==> src/rtl/ddps_pkg.sv <==
// shared types, register indexes and reset values for the pd steering block
// no dependencies; used by ddps_csr, ddps_calc and the top level
package ddps_pkg;

   // field widths
   localparam int CENTER_W = 8;
   localparam int PWM_W    = 16;
   localparam int GAIN_W   = 16;
   localparam int LIMIT_W  = 15;
   localparam int ERR_W    = 9;
   localparam int DIFF_W   = 10;
   localparam int IDX_W    = 3;
   localparam int CSR_W    = 16;
   localparam int REQ_W    = 24;
   localparam int RSP_W    = 80;

   // register indexes
   localparam logic [IDX_W-1:0] REG_GAIN_P     = 3'd0;
   localparam logic [IDX_W-1:0] REG_GAIN_D     = 3'd1;
   localparam logic [IDX_W-1:0] REG_STEER_LIM  = 3'd2;
   localparam logic [IDX_W-1:0] REG_PWM_LOW    = 3'd3;
   localparam logic [IDX_W-1:0] REG_PWM_HIGH   = 3'd4;
   localparam logic [IDX_W-1:0] REG_DEADBAND   = 3'd5;
   localparam logic [IDX_W-1:0] REG_INVERT     = 3'd6;
   localparam logic [IDX_W-1:0] REG_MIDPOINT   = 3'd7;

   typedef struct packed {
      logic signed [GAIN_W-1:0]  gain_p;
      logic signed [GAIN_W-1:0]  gain_d;
      logic [LIMIT_W-1:0]        steer_limit;
      logic signed [PWM_W-1:0]   pwm_low;
      logic signed [PWM_W-1:0]   pwm_high;
      logic [CENTER_W-1:0]       deadband;
      logic                      invert;
      logic [CENTER_W-1:0]       midpoint;
   } cfg_type;

   localparam cfg_type CFG_RESET = '{
      gain_p:      16'sd1024,
      gain_d:      16'sd384,
      steer_limit: 15'd8000,
      pwm_low:     -16'sd8000,
      pwm_high:    16'sd8000,
      deadband:    8'd0,
      invert:      1'b0,
      midpoint:    8'd128
   };

   // error history carried from one beat to the next
   typedef struct packed {
      logic signed [ERR_W-1:0] prev_error;
      logic                    valid;
   } hist_type;

   typedef struct packed {
      logic [CENTER_W-1:0]     center;
      logic signed [DIFF_W-1:0] diff;
      logic signed [ERR_W-1:0] err;
      logic signed [PWM_W-1:0] steer;
      logic signed [PWM_W-1:0] right;
      logic signed [PWM_W-1:0] left;
   } result_type;

endpackage

==> src/rtl/ddps_csr.sv <==
// configuration register file for the pd steering block
// depends on ddps_pkg
module ddps_csr (
   input  logic                         clock,
   input  logic                         reset,
   input  logic                         csr_valid,
   output logic                         csr_ready,
   input  logic [ddps_pkg::IDX_W-1:0]   csr_index,
   input  logic [ddps_pkg::CSR_W-1:0]   csr_data,
   output ddps_pkg::cfg_type            cfg
);

   ddps_pkg::cfg_type cfg_ff;
   ddps_pkg::cfg_type cfg_in;

   assign csr_ready = 1'b1;
   assign cfg       = cfg_ff;

   // decode one write beat
   always_comb begin
      cfg_in = cfg_ff;
      if (csr_valid) begin
         unique case (csr_index)
            ddps_pkg::REG_GAIN_P:    cfg_in.gain_p      = csr_data;
            ddps_pkg::REG_GAIN_D:    cfg_in.gain_d      = csr_data;
            ddps_pkg::REG_STEER_LIM: cfg_in.steer_limit = csr_data[ddps_pkg::LIMIT_W-1:0];
            ddps_pkg::REG_PWM_LOW:   cfg_in.pwm_low     = csr_data;
            ddps_pkg::REG_PWM_HIGH:  cfg_in.pwm_high    = csr_data;
            ddps_pkg::REG_DEADBAND:  cfg_in.deadband    = csr_data[ddps_pkg::CENTER_W-1:0];
            ddps_pkg::REG_INVERT:    cfg_in.invert      = csr_data[0];
            ddps_pkg::REG_MIDPOINT:  cfg_in.midpoint    = csr_data[ddps_pkg::CENTER_W-1:0];
         endcase
      end
   end

   always_ff @(posedge clock) begin
      if (reset) begin
         cfg_ff <= ddps_pkg::CFG_RESET;
      end else begin
         cfg_ff <= cfg_in;
      end
   end

endmodule

==> src/rtl/ddps_calc.sv <==
// pd datapath: error, deadband, derivative, steering with q8.8 gains and wheel mix
// depends on ddps_pkg; purely combinational, sits between the pipeline registers
module ddps_calc (
   input  ddps_pkg::cfg_type                    cfg,
   input  ddps_pkg::hist_type                   hist,
   input  logic [ddps_pkg::CENTER_W-1:0]        center,
   input  logic signed [ddps_pkg::PWM_W-1:0]    base,
   output ddps_pkg::result_type                 res
);

   logic signed [8:0]  err_raw;
   logic signed [8:0]  err_inv;
   logic [8:0]         err_mag;
   logic signed [8:0]  err;
   logic signed [9:0]  diff;
   logic signed [24:0] prod_p;
   logic signed [25:0] prod_d;
   logic signed [26:0] acc;
   logic signed [18:0] acc_sh;
   logic signed [18:0] lim;
   logic signed [15:0] steer;
   logic signed [16:0] sum_left;
   logic signed [16:0] sum_right;

   // clamp a wheel sum; a value below low wins over one above high
   function automatic logic signed [15:0] wheel_sat(
      input logic signed [16:0] v,
      input logic signed [15:0] lo,
      input logic signed [15:0] hi
   );
      logic signed [15:0] r;
      priority if (v < 17'(lo)) begin
         r = lo;
      end else if (v > 17'(hi)) begin
         r = hi;
      end else begin
         r = v[15:0];
      end
      return r;
   endfunction

   // error with inversion and deadband
   always_comb begin
      err_raw = $signed({1'b0, center}) - $signed({1'b0, cfg.midpoint});
      err_inv = cfg.invert ? -err_raw : err_raw;
      err_mag = err_inv[8] ? 9'(-err_inv) : 9'(err_inv);
      err     = (err_mag < {1'b0, cfg.deadband}) ? 9'sd0 : err_inv;
      diff    = hist.valid ? (10'(err) - 10'(hist.prev_error)) : 10'sd0;
   end

   // steering term, floor shift by 8, symmetric limit
   always_comb begin
      prod_p = 25'(cfg.gain_p) * 25'(err);
      prod_d = 26'(cfg.gain_d) * 26'(diff);
      acc    = 27'(prod_p) + 27'(prod_d);
      acc_sh = acc[26:8];
      lim    = $signed({4'b0000, cfg.steer_limit});
      priority if (acc_sh > lim) begin
         steer = lim[15:0];
      end else if (acc_sh < -lim) begin
         steer = 16'(-lim);
      end else begin
         steer = acc_sh[15:0];
      end
   end

   // wheel mix
   always_comb begin
      sum_left  = 17'(base) - 17'(steer);
      sum_right = 17'(base) + 17'(steer);
      res.left   = wheel_sat(sum_left, cfg.pwm_low, cfg.pwm_high);
      res.right  = wheel_sat(sum_right, cfg.pwm_low, cfg.pwm_high);
      res.steer  = steer;
      res.err    = err;
      res.diff   = diff;
      res.center = center;
   end

endmodule

==> src/rtl/differential_drive_pd_steering_unit.sv <==
// PD steering unit for a differential drive; top level with the pipeline registers
// depends on ddps_pkg, ddps_csr and ddps_calc
//
// Usage:
//   req channel: one beat per camera frame, carrying the track-center column
//   and the base wheel PWM. rsp channel: one beat per request with both wheel
//   PWMs, the steering value, the error and its change.
//   csr channel: register writes by index, always ready; write only while no
//   request is in flight.
//   Each request beat is taken into the input register and passes the datapath
//   into the result register. Throughput: one beat per cycle unless the receiver
//   stalls, set by the single pass of the datapath from input to result register.
//   Reset (synchronous, active high) loads the register defaults, empties both
//   pipeline registers and clears the error history, so the first result
//   after reset reports a zero error change.
//   When the receiver stalls, the result register holds its beat; at most one more
//   request is taken into the input register, after which req_tready drops
//   until rsp_tready returns.
module differential_drive_pd_steering_unit (
   input  logic                          clock,
   input  logic                          reset,
   // fields from bit 0 up: center_column[7:0], base_speed[15:0]
   input  logic                          req_tvalid,
   output logic                          req_tready,
   input  logic [ddps_pkg::REQ_W-1:0]    req_tdata,
   // fields from bit 0 up: left wheel[15:0], right wheel[15:0], steer_value[15:0],
   // track_error[8:0], error_change[9:0], center_echo[7:0], zero fill[4:0]
   output logic                          rsp_tvalid,
   input  logic                          rsp_tready,
   output logic [ddps_pkg::RSP_W-1:0]    rsp_tdata,
   input  logic                          csr_valid,
   output logic                          csr_ready,
   input  logic [ddps_pkg::IDX_W-1:0]    csr_index,
   input  logic [ddps_pkg::CSR_W-1:0]    csr_data
);

   ddps_pkg::cfg_type    cfg;
   ddps_pkg::result_type res;

   logic                                 in_valid_ff;
   logic                                 in_valid_in;
   logic [ddps_pkg::CENTER_W-1:0]        center_ff;
   logic signed [ddps_pkg::PWM_W-1:0]    base_ff;
   logic                                 out_valid_ff;
   logic                                 out_valid_in;
   ddps_pkg::result_type                 rsp_ff;
   ddps_pkg::hist_type                   hist_ff;
   ddps_pkg::hist_type                   hist_in;
   logic                                 accept;
   logic                                 advance;

   ddps_csr u_csr (
      .clock     (clock),
      .reset     (reset),
      .csr_valid (csr_valid),
      .csr_ready (csr_ready),
      .csr_index (csr_index),
      .csr_data  (csr_data),
      .cfg       (cfg)
   );

   ddps_calc u_calc (
      .cfg    (cfg),
      .hist   (hist_ff),
      .center (center_ff),
      .base   (base_ff),
      .res    (res)
   );

   // handshake and pipeline control
   assign advance      = in_valid_ff && (!out_valid_ff || rsp_tready);
   assign req_tready   = !in_valid_ff || advance;
   assign accept       = req_tvalid && req_tready;
   assign in_valid_in  = accept || (in_valid_ff && !advance);
   assign out_valid_in = advance || (out_valid_ff && !rsp_tready);

   // history moves with each beat entering the result register
   always_comb begin
      hist_in = hist_ff;
      if (advance) begin
         hist_in.prev_error = res.err;
         hist_in.valid      = 1'b1;
      end
   end

   // control registers
   always_ff @(posedge clock) begin
      if (reset) begin
         in_valid_ff  <= 1'b0;
         out_valid_ff <= 1'b0;
         hist_ff      <= '0;
      end else begin
         in_valid_ff  <= in_valid_in;
         out_valid_ff <= out_valid_in;
         hist_ff      <= hist_in;
      end
   end

   // payload registers
   always_ff @(posedge clock) begin
      if (accept) begin
         center_ff <= req_tdata[7:0];
         base_ff   <= req_tdata[23:8];
      end
      if (advance) begin
         rsp_ff <= res;
      end
   end

   assign rsp_tvalid = out_valid_ff;
   assign rsp_tdata  = {5'b00000, rsp_ff};

   // first beat after reset reports no error change
   a_first_diff_zero: assert property (@(posedge clock) disable iff (reset)
      (advance && !hist_ff.valid) |=> (rsp_ff.diff == '0))
      else $error("error change not zero on first beat");

   // steering stays within the configured limit
   a_steer_limit: assert property (@(posedge clock) disable iff (reset)
      advance |=> ((rsp_ff.steer <= $signed({1'b0, $past(cfg.steer_limit)}))
                && (rsp_ff.steer >= -$signed({1'b0, $past(cfg.steer_limit)}))))
      else $error("steering value beyond limit");

   // wheels stay within ordered bounds
   a_wheel_bounds: assert property (@(posedge clock) disable iff (reset)
      (advance && (cfg.pwm_low <= cfg.pwm_high)) |=>
         ((rsp_ff.left >= $past(cfg.pwm_low)) && (rsp_ff.left <= $past(cfg.pwm_high))
       && (rsp_ff.right >= $past(cfg.pwm_low)) && (rsp_ff.right <= $past(cfg.pwm_high))))
      else $error("wheel pwm outside bounds");

   // input side only stalls when both registers are full and the receiver waits
   a_stall_cause: assert property (@(posedge clock) disable iff (reset)
      !req_tready |-> (in_valid_ff && out_valid_ff && !rsp_tready))
      else $error("request stalled without a full pipeline");

   // history is recorded whenever a beat reaches the result register
   a_hist_track: assert property (@(posedge clock) disable iff (reset)
      advance |=> (hist_ff.valid && (hist_ff.prev_error == rsp_ff.err)))
      else $error("error history not updated");

endmodule

==> config.mk <==
export PLATFORM = sky130hd
export DESIGN_NAME = differential_drive_pd_steering_unit
export DESIGN_NICKNAME = d
export VERILOG_FILES = /design/src/rtl/ddps_pkg.sv /design/src/rtl/ddps_csr.sv /design/src/rtl/ddps_calc.sv /design/src/rtl/differential_drive_pd_steering_unit.sv
export SDC_FILE = /design/constraint.sdc
export NUM_CORES = 1
export LEC_CHECK = 0
export BUFFER_PORTS_ARGS = -buffer_cell sky130_fd_sc_hd__buf_4
export CORE_MARGIN = 1.5
export CORE_UTILIZATION = 40
export DETAILED_ROUTE_END_ITERATION = 12
export GPL_ROUTABILITY_DRIVEN = 1
export GPL_TIMING_DRIVEN = 0
export PLACE_DENSITY_LB_ADDON = 0.05
export SYNTH_ARGS = -nofsm -noshare
export SYNTH_HDL_FRONTEND = slang
export SYNTH_SLANG_ARGS = --single-unit
export TNS_END_PERCENT = 50
==> constraint.sdc <==
create_clock -name clock -period 22.5 [get_ports clock]
set_clock_uncertainty 0.15 [all_clocks]
set_input_delay 6.75 -clock clock [delete_from_list [all_inputs] [get_ports clock]]
set_output_delay 6.75 -clock clock [all_outputs]
set_load 0.02 [all_outputs]
==> metrics, run 1 <==
result of the run=complete, no violations; final-report hold violation count=0; share of the synthesized area in the top cell type=a little over a quarter; share of post-route cells with drive strength above 1=a little under a tenth; kind of path behind the tightest hold check=reg -> reg; dpl cell area=0.0262 mm2; share of the clock period used by the worst path after layout=between 90% and 100%; Commonest cells post-synth=428 x sky130_fd_sc_hd__inv_1, 389 x sky130_fd_sc_hd__nand2_1, 317 x sky130_fd_sc_hd__fa_1; total gr overflow=0; hold path cells=0; quantity of I/O buffers inserted on ports=between 100 and 150; Final Non-Filler Cells=3,667; count of nets left with antenna violations after detail routing=0; root buffer cell=sky130_fd_sc_hd__clkbuf_16; Non-Filler Cell Area, Final=0.0274 mm2; Worst Path Arrival=21.54 ns; launch point of the worst reg-to-reg path=center_ff[0]$_DFFE_PP_; post-synthesis instance area=between 0.02 and 0.025 mm2; Most common cell on crit path=sky130_fd_sc_hd__fa_1; cell types occupying the most area after synthesis=sky130_fd_sc_hd__fa_1 26%, sky130_fd_sc_hd__edfxtp_1 12%, sky130_fd_sc_hd__ha_1 12%; width of the chip=between 200 and 250 um; share of synthesized cell area in and, or, nand and nor gates=between 10% and 20%; number of buffers inserted during clock tree synthesis=27; fraction of synthesized area in multiplexers=about 1.2%; count of warnings emitted by yosys=0; total iterations of the first detailed-routing run=5; Max stage delay on crit path=about 1.0 ns; htree depth=1; largest driver fanout on the critical path=11; wire length of the first global-routing pass=122,000 um; core area=between 0.06 and 0.07 mm2; register clock-pin slew on the reported worst setup and hold paths=approximately 0.06 ns; fraction of synthesized cell area in xor and xnor cells=under 10%; sequential cell area fraction in the yosys report=between 20% and 30%; pin slew with the least headroom to its limit=~1.3 ns; Initial DRC Count=about 1,300; Max-slew headroom=about 12%; hold path endpoint=rsp_tdata[72]$_DFFE_PP_; initial antenna violation count=0; combinational family with the most area after synthesis=adder cells; cell accounting for the most synthesized area=sky130_fd_sc_hd__fa_1; detailed-route wire length per cell=21.4 um; most common cell in the synthesized netlist=sky130_fd_sc_hd__inv_1; GPL Wtd Cong=roughly 0.9; async set or reset register ratio after synthesis=0%; Sink Count=207; sort of element at the start of the critical path=register; time the worst path needs with I/O delays and setup=around 21 ns; Die Ht=~250 um; post-DR vias/cell=5.30; Layout Area Growth over Synthesis=12.6%; Mapped Avg Cell Area=8.97 um2; WP data required=22.64 ns; count of state elements after synthesis=roughly 210; hold buffer count at cts=0; initial standard-cell utilization of the core=between 40% and 50%; # DRC=0; IO Pins=around 130; Site Rows=90; Die ar.=between 0.06 and 0.07 mm2; clock network latency to the later pin of the worst-skew pair=around 0.57 ns; count of mapped cells out of synthesis=approximately 2,700; number of flops mapped to enable cells by yosys=roughly 100; final WL=78,300 um; global router's overall resource usage=between 20% and 30%; reported max-cap violation count=0; slowest stage cell on the critical path=sky130_fd_sc_hd__nor2_1; number of vias after detailed routing=roughly 19,000; vias in the first global route=just over 20,000; number of distinct library cells after synthesis=77; # fillers=around 5,900; final setup violating endpoints=0; placed insts=~3,600; largest net degree at the start of global routing=85; Worst Path Class, Setup=reg -> reg; Post-Route Utilization=45.5%; clock tree from TritonCTS=done; max-slew violation count=0; clock tree buffer depth=3; worst r2r path cells=just under 80; beginning of the worst hold path=center_ff[5]$_DFFE_PP_; maximum clock rate=between 0.04 and 0.05 GHz; Compound-Gate Fraction of Synth Area=11.6%; layout net count=3,467; Antenna diodes=0; FF-to-FF setup slack=around 1.1 ns; post-detailed-placement half-perimeter wirelength=approximately 64,000 um; kind of end point of the critical path=register; endpoint of the most critical register-to-register path=rsp_tdata[4]$_DFFE_PP_; main flop type after synthesis=sky130_fd_sc_hd__dfxtp_1; adder-cell share of the synthesized area=around two fifths
-- sequential cells by signal, indices dropped and copies added (netlist names) --
name         count
in_valid_ff      1
center_ff        8
rsp_tdata       75
hist_ff         10
rsp_tvalid       1
u_csr.cfg       96
base_ff         16
-- how the worst max path moves through the flow --
stage	startpoint	to	slack, ns
finish	center_ff[0]$_DFFE_PP_	rsp_tdata[4]$_DFFE_PP_	1.10
global route	center_ff[0]$_DFFE_PP_	rsp_tdata[17]$_DFFE_PP_	-0.04
CTS	center_ff[0]$_DFFE_PP_	rsp_tdata[17]$_DFFE_PP_	0.1
detailed placement	center_ff[0]$_DFFE_PP_	rsp_tdata[7]$_DFFE_PP_	-2.11
global placement	center_ff[0]$_DFFE_PP_	rsp_tdata[7]$_DFFE_PP_	-2.01
floorplan	center_ff[0]$_DFFE_PP_	rsp_tdata[10]$_DFFE_PP_	3.58
-- layout make-up --
class | count | area [um2] | share of cell area [%]
sequential | 207 | 5130 | 18.8
inverter | 429 | 1620 | 5.90
multi-input combinational | 1959 | 17300 | 63.2
tap | 782 | 978 | 3.57
clock inverter | 15 | 149 | 0.544
clock buffer | 33 | 739 | 2.70
timing repair buffer | 125 | 938 | 3.43
buffer | 117 | 520 | 1.90
-- stage by stage --
stage	hold WS [ns]	setup slack (ns)	setup TNS [ns]
after floorplan	0.276	3.58	0
after detailed placement	0.296	-2.11	-54.48
after global routing	0.321	-0.0427	-0.0885
after CTS	0.308	0.0988	0
after global placement	0.287	-2.01	-51.06
final	0.306	1.10	0
-- cells by family (layout without fill, tap and decap cells) --
logic type,count (synthesis),count (layout)
adders and majority gates,553,553
AOI/OAI and AO/OA,449,449
muxes,28,28
and+or+nand+nor,835,835
DFF,207,207
xor gates and xnor gates,88,88
other,2,6
buffers and inverters,550,719
-- placed cells by master, fill, tap and decap left out, types with 19 or more instances in the layout --
master and n:
sky130_fd_sc_hd__a21o_1 37, sky130_fd_sc_hd__a21oi_1 206, sky130_fd_sc_hd__and2_1 64, sky130_fd_sc_hd__and3_1 63, sky130_fd_sc_hd__buf_4 134, sky130_fd_sc_hd__clkbuf_1 72
sky130_fd_sc_hd__clkbuf_16 28, sky130_fd_sc_hd__dfxtp_1 108, sky130_fd_sc_hd__edfxtp_1 99, sky130_fd_sc_hd__fa_1 317, sky130_fd_sc_hd__ha_1 236, sky130_fd_sc_hd__inv_1 428
sky130_fd_sc_hd__mux2i_1 21, sky130_fd_sc_hd__nand2_1 389, sky130_fd_sc_hd__nand2b_1 19, sky130_fd_sc_hd__nand3_1 21, sky130_fd_sc_hd__nor2_1 144, sky130_fd_sc_hd__nor2b_1 23
sky130_fd_sc_hd__nor3_1 23, sky130_fd_sc_hd__o21a_1 26, sky130_fd_sc_hd__o21ai_0 52, sky130_fd_sc_hd__or3_1 21, sky130_fd_sc_hd__xnor2_1 58
-- per-layer routing --
metal | up-vias | GRT usage [%] | wire length [um]
met4 | 0 | 7.68 | 2800
met1 | 9690 | 35.0 | 35000
met2 | 519 | 43.3 | 37200
met5 | - | 0 | 0
met3 | 122 | 2.28 | 3260
li1 | 9094 | - | -
-- critical path, delay by kind of cell, from the launching register on --
family	cells	cell delay, ns
muxes	2	0.35
AOI/OAI and AO/OA	33	6.37
xor gates and xnor gates	6	1.70
adders and majority gates	16	6.29
DFF	1	0.35
and+or+nand+nor	12	3.51
buffers and inverters	10	2.32
-- what timing repair did --
| item | in CTS | in global routing |
|---|---|---|
| setup endpoints to repair | 32 | 32 |
| pin swaps | 1 | 3 |
| resized for setup | 34 | 41 |
| gates cloned | 0 | 0 |
| buffers inserted | 0 | 5 |
Power of run 1 is left out: the tool's default activity adds up to more than one toggle a clock period on the data nets, which glitch-free logic cannot reach.
==> run 2: changes to the inputs <==
CORE_UTILIZATION = 55   (was 40)
==> metrics, run 2 (same netlist as run 1, synthesis figures left out) <==
result of the run=finished with violations; violations in the final reports=max-capacitance violations, max-slew violations; commonest cells after routing, fill and taps aside=428 x sky130_fd_sc_hd__inv_1, 389 x sky130_fd_sc_hd__nand2_1, 317 x sky130_fd_sc_hd__fa_1; post-detailed-placement half-perimeter wirelength=61,100 um (-4.7%); most common library cell in the layout ignoring fill and taps=sky130_fd_sc_hd__inv_1; largest net degree at the start of global routing=85 (unchanged); total gr overflow=0 (unchanged); core area=0.0434 mm2 (-28%); final-layout setup total negative slack=0 ns (unchanged); Most common cell on crit path=sky130_fd_sc_hd__fa_1; worst slack after detailed placement=-2.09 ns (+0.0183 ns); FF-to-FF setup slack=0.84 ns (-0.26 ns); Die Ht=213 um (-15%); Max-slew headroom=-2.15% (-14 points); clock tree from TritonCTS=done; Initial DRC Count=1,457 (+12%); number of buffers inserted during clock tree synthesis=28 (+3.7%); total iterations of the first detailed-routing run=5 (unchanged); WP data required=22.76 ns (+0.12 ns); placed insts=3,421 (-5.4%); initial standard-cell utilization of the core=56.1% (+16 points); # DRC=0 (unchanged); setup repair after global routing missed its margin=no; clock tree buffer depth=3 (unchanged); Die ar.=0.0455 mm2 (-27%); clock network latency to the later pin of the worst-skew pair=0.57 ns (about the same); root buffer cell=sky130_fd_sc_hd__clkbuf_16; maximum clock rate=0.0462 GHz (-1.2%); share of post-route cells with drive strength above 1=8.93% (-0.18 points); layout net count=3,467 (unchanged); Site Rows=76 (-16%); slowest stage cell on the critical path=sky130_fd_sc_hd__o41ai_4; max-slew violation count=8 (+8); Max stage delay on crit path=0.69 ns (-0.35 ns); htree depth=1 (unchanged); kind of end point of the critical path=register; Final Non-Filler Cells=3,473 (-5.3%); quantity of I/O buffers inserted on ports=120 (unchanged); Antenna diodes=0 (unchanged); final setup violating endpoints=0 (unchanged); Post-Route Utilization=62.5% (+17 points); final worst slack=0.842 ns (-0.256 ns); IO Pins=131 (unchanged); GPL Wtd Cong=0.950 (+6.0%); buffers plus inverters on the worst setup path=12 (+2); pin slew with the least headroom to its limit=1.52 ns (+0.209 ns); time the worst path needs with I/O delays and setup=21.66 ns (+0.256 ns); kind of path behind the tightest hold check=reg -> reg; hold buffer count at cts=0 (unchanged); vias in the first global route=19,797 (-1.8%); reported max-cap violation count=1 (+1); final-report hold violation count=0 (unchanged); largest driver fanout on the critical path=10 (-1); register ranked first by flip-flop count=u_csr.cfg; post-DR vias/cell=5.66 (+6.8%); width of the chip=213 um (-15%); detailed-route wire length per cell=21.6 um (+1.2%); Layout Area Growth over Synthesis=11.5%; register clock-pin slew on the reported worst setup and hold paths=0.06 ns (about the same); Sink Count=207 (unchanged); final WL=75,100 um (-4.1%); share of the clock period used by the worst path after layout=96.3% (+1.1 points); number of vias after detailed routing=19,657 (+1.2%); wire length of the first global-routing pass=115,000 um (-5.5%); count of nets left with antenna violations after detail routing=0 (unchanged); sort of element at the start of the critical path=register; initial antenna violation count=1 (+1); number of flip-flops under the largest register name=96 (unchanged); Worst Path Class, Setup=reg -> reg; Worst Path Arrival=21.92 ns (+0.38 ns); crit-path leading delay family=compound AO/OA/AOI/OAI gates; global router's overall resource usage=34.0% (+8.4 points)
==> run 2: cell types whose count changed in the layout (fill, tap and decap cells not counted), sizes merged <==
cell and delta:
inv -2, buf -3, clkinvlp +3, clkinv +2, bufinv -1, clkbuf +4
==> run 2: layout make-up <==
cell class | instances | area [um2]
flip-flops and latches | 207 | 5130
clock inverters | 17 | 129
repair buffers | 122 | 916
multi-input cells | 1959 | 17300
fillers | 3860 | 16200
plain buffers | 119 | 523
well taps | 585 | 732
inverters | 429 | 1620
clock buffers | 35 | 805
==> run 2: layer usage <==
layer | share of wire, % | GRT usage (%) | vias up
met5 | 0.015 | 0 | -
met4 | 4.9 | 14.9 | 2
met3 | 5.4 | 3.84 | 169
met2 | 48 | 57.6 | 643
met1 | 42 | 44.2 | 9750
li1 | - | - | 9093
==> run 2: repair_timing <==
action,4_1_cts,5_1_grt
endpoints found under the setup margin,32,32
pin swaps,0,2
hold endpoints to repair,0,0
resized for setup,16,54
setup buffers,0,2
==> run 2: worst paths after layout <==
kind                             start                        end  cells past startpoint
max             center_ff[0]$_DFFE_PP_    rsp_tdata[14]$_DFFE_PP_                     81
min          u_csr.cfg[4]$_SDFFE_PP0P_  u_csr.cfg[4]$_SDFFE_PP0P_                      2
min reg2reg  u_csr.cfg[4]$_SDFFE_PP0P_  u_csr.cfg[4]$_SDFFE_PP0P_                      2
max reg2reg     center_ff[0]$_DFFE_PP_    rsp_tdata[14]$_DFFE_PP_                     81
==> run 2: stage by stage <==
stage          hold slack, ns  area (um2)
5_1_grt                 0.320       27100
6_report                0.304       27100
3_5_place_dp            0.296       26000
4_1_cts                 0.304       27000
3_3_place_gp            0.284       26000
2_1_floorplan           0.276       24300
==> run 2: worst reg2reg max path: cells and delay by family (launching register included) <==
kind	cells	cell delay, ns
xor gates and xnor gates	5	1.71
adders and majority gates	17	6.74
buffers and inverters	12	2.35
AOI/OAI and AO/OA	34	7.70
muxes	2	0.39
DFF	1	0.36
and+or+nand+nor	11	2.15
Power of run 2 is left out for the same reason.
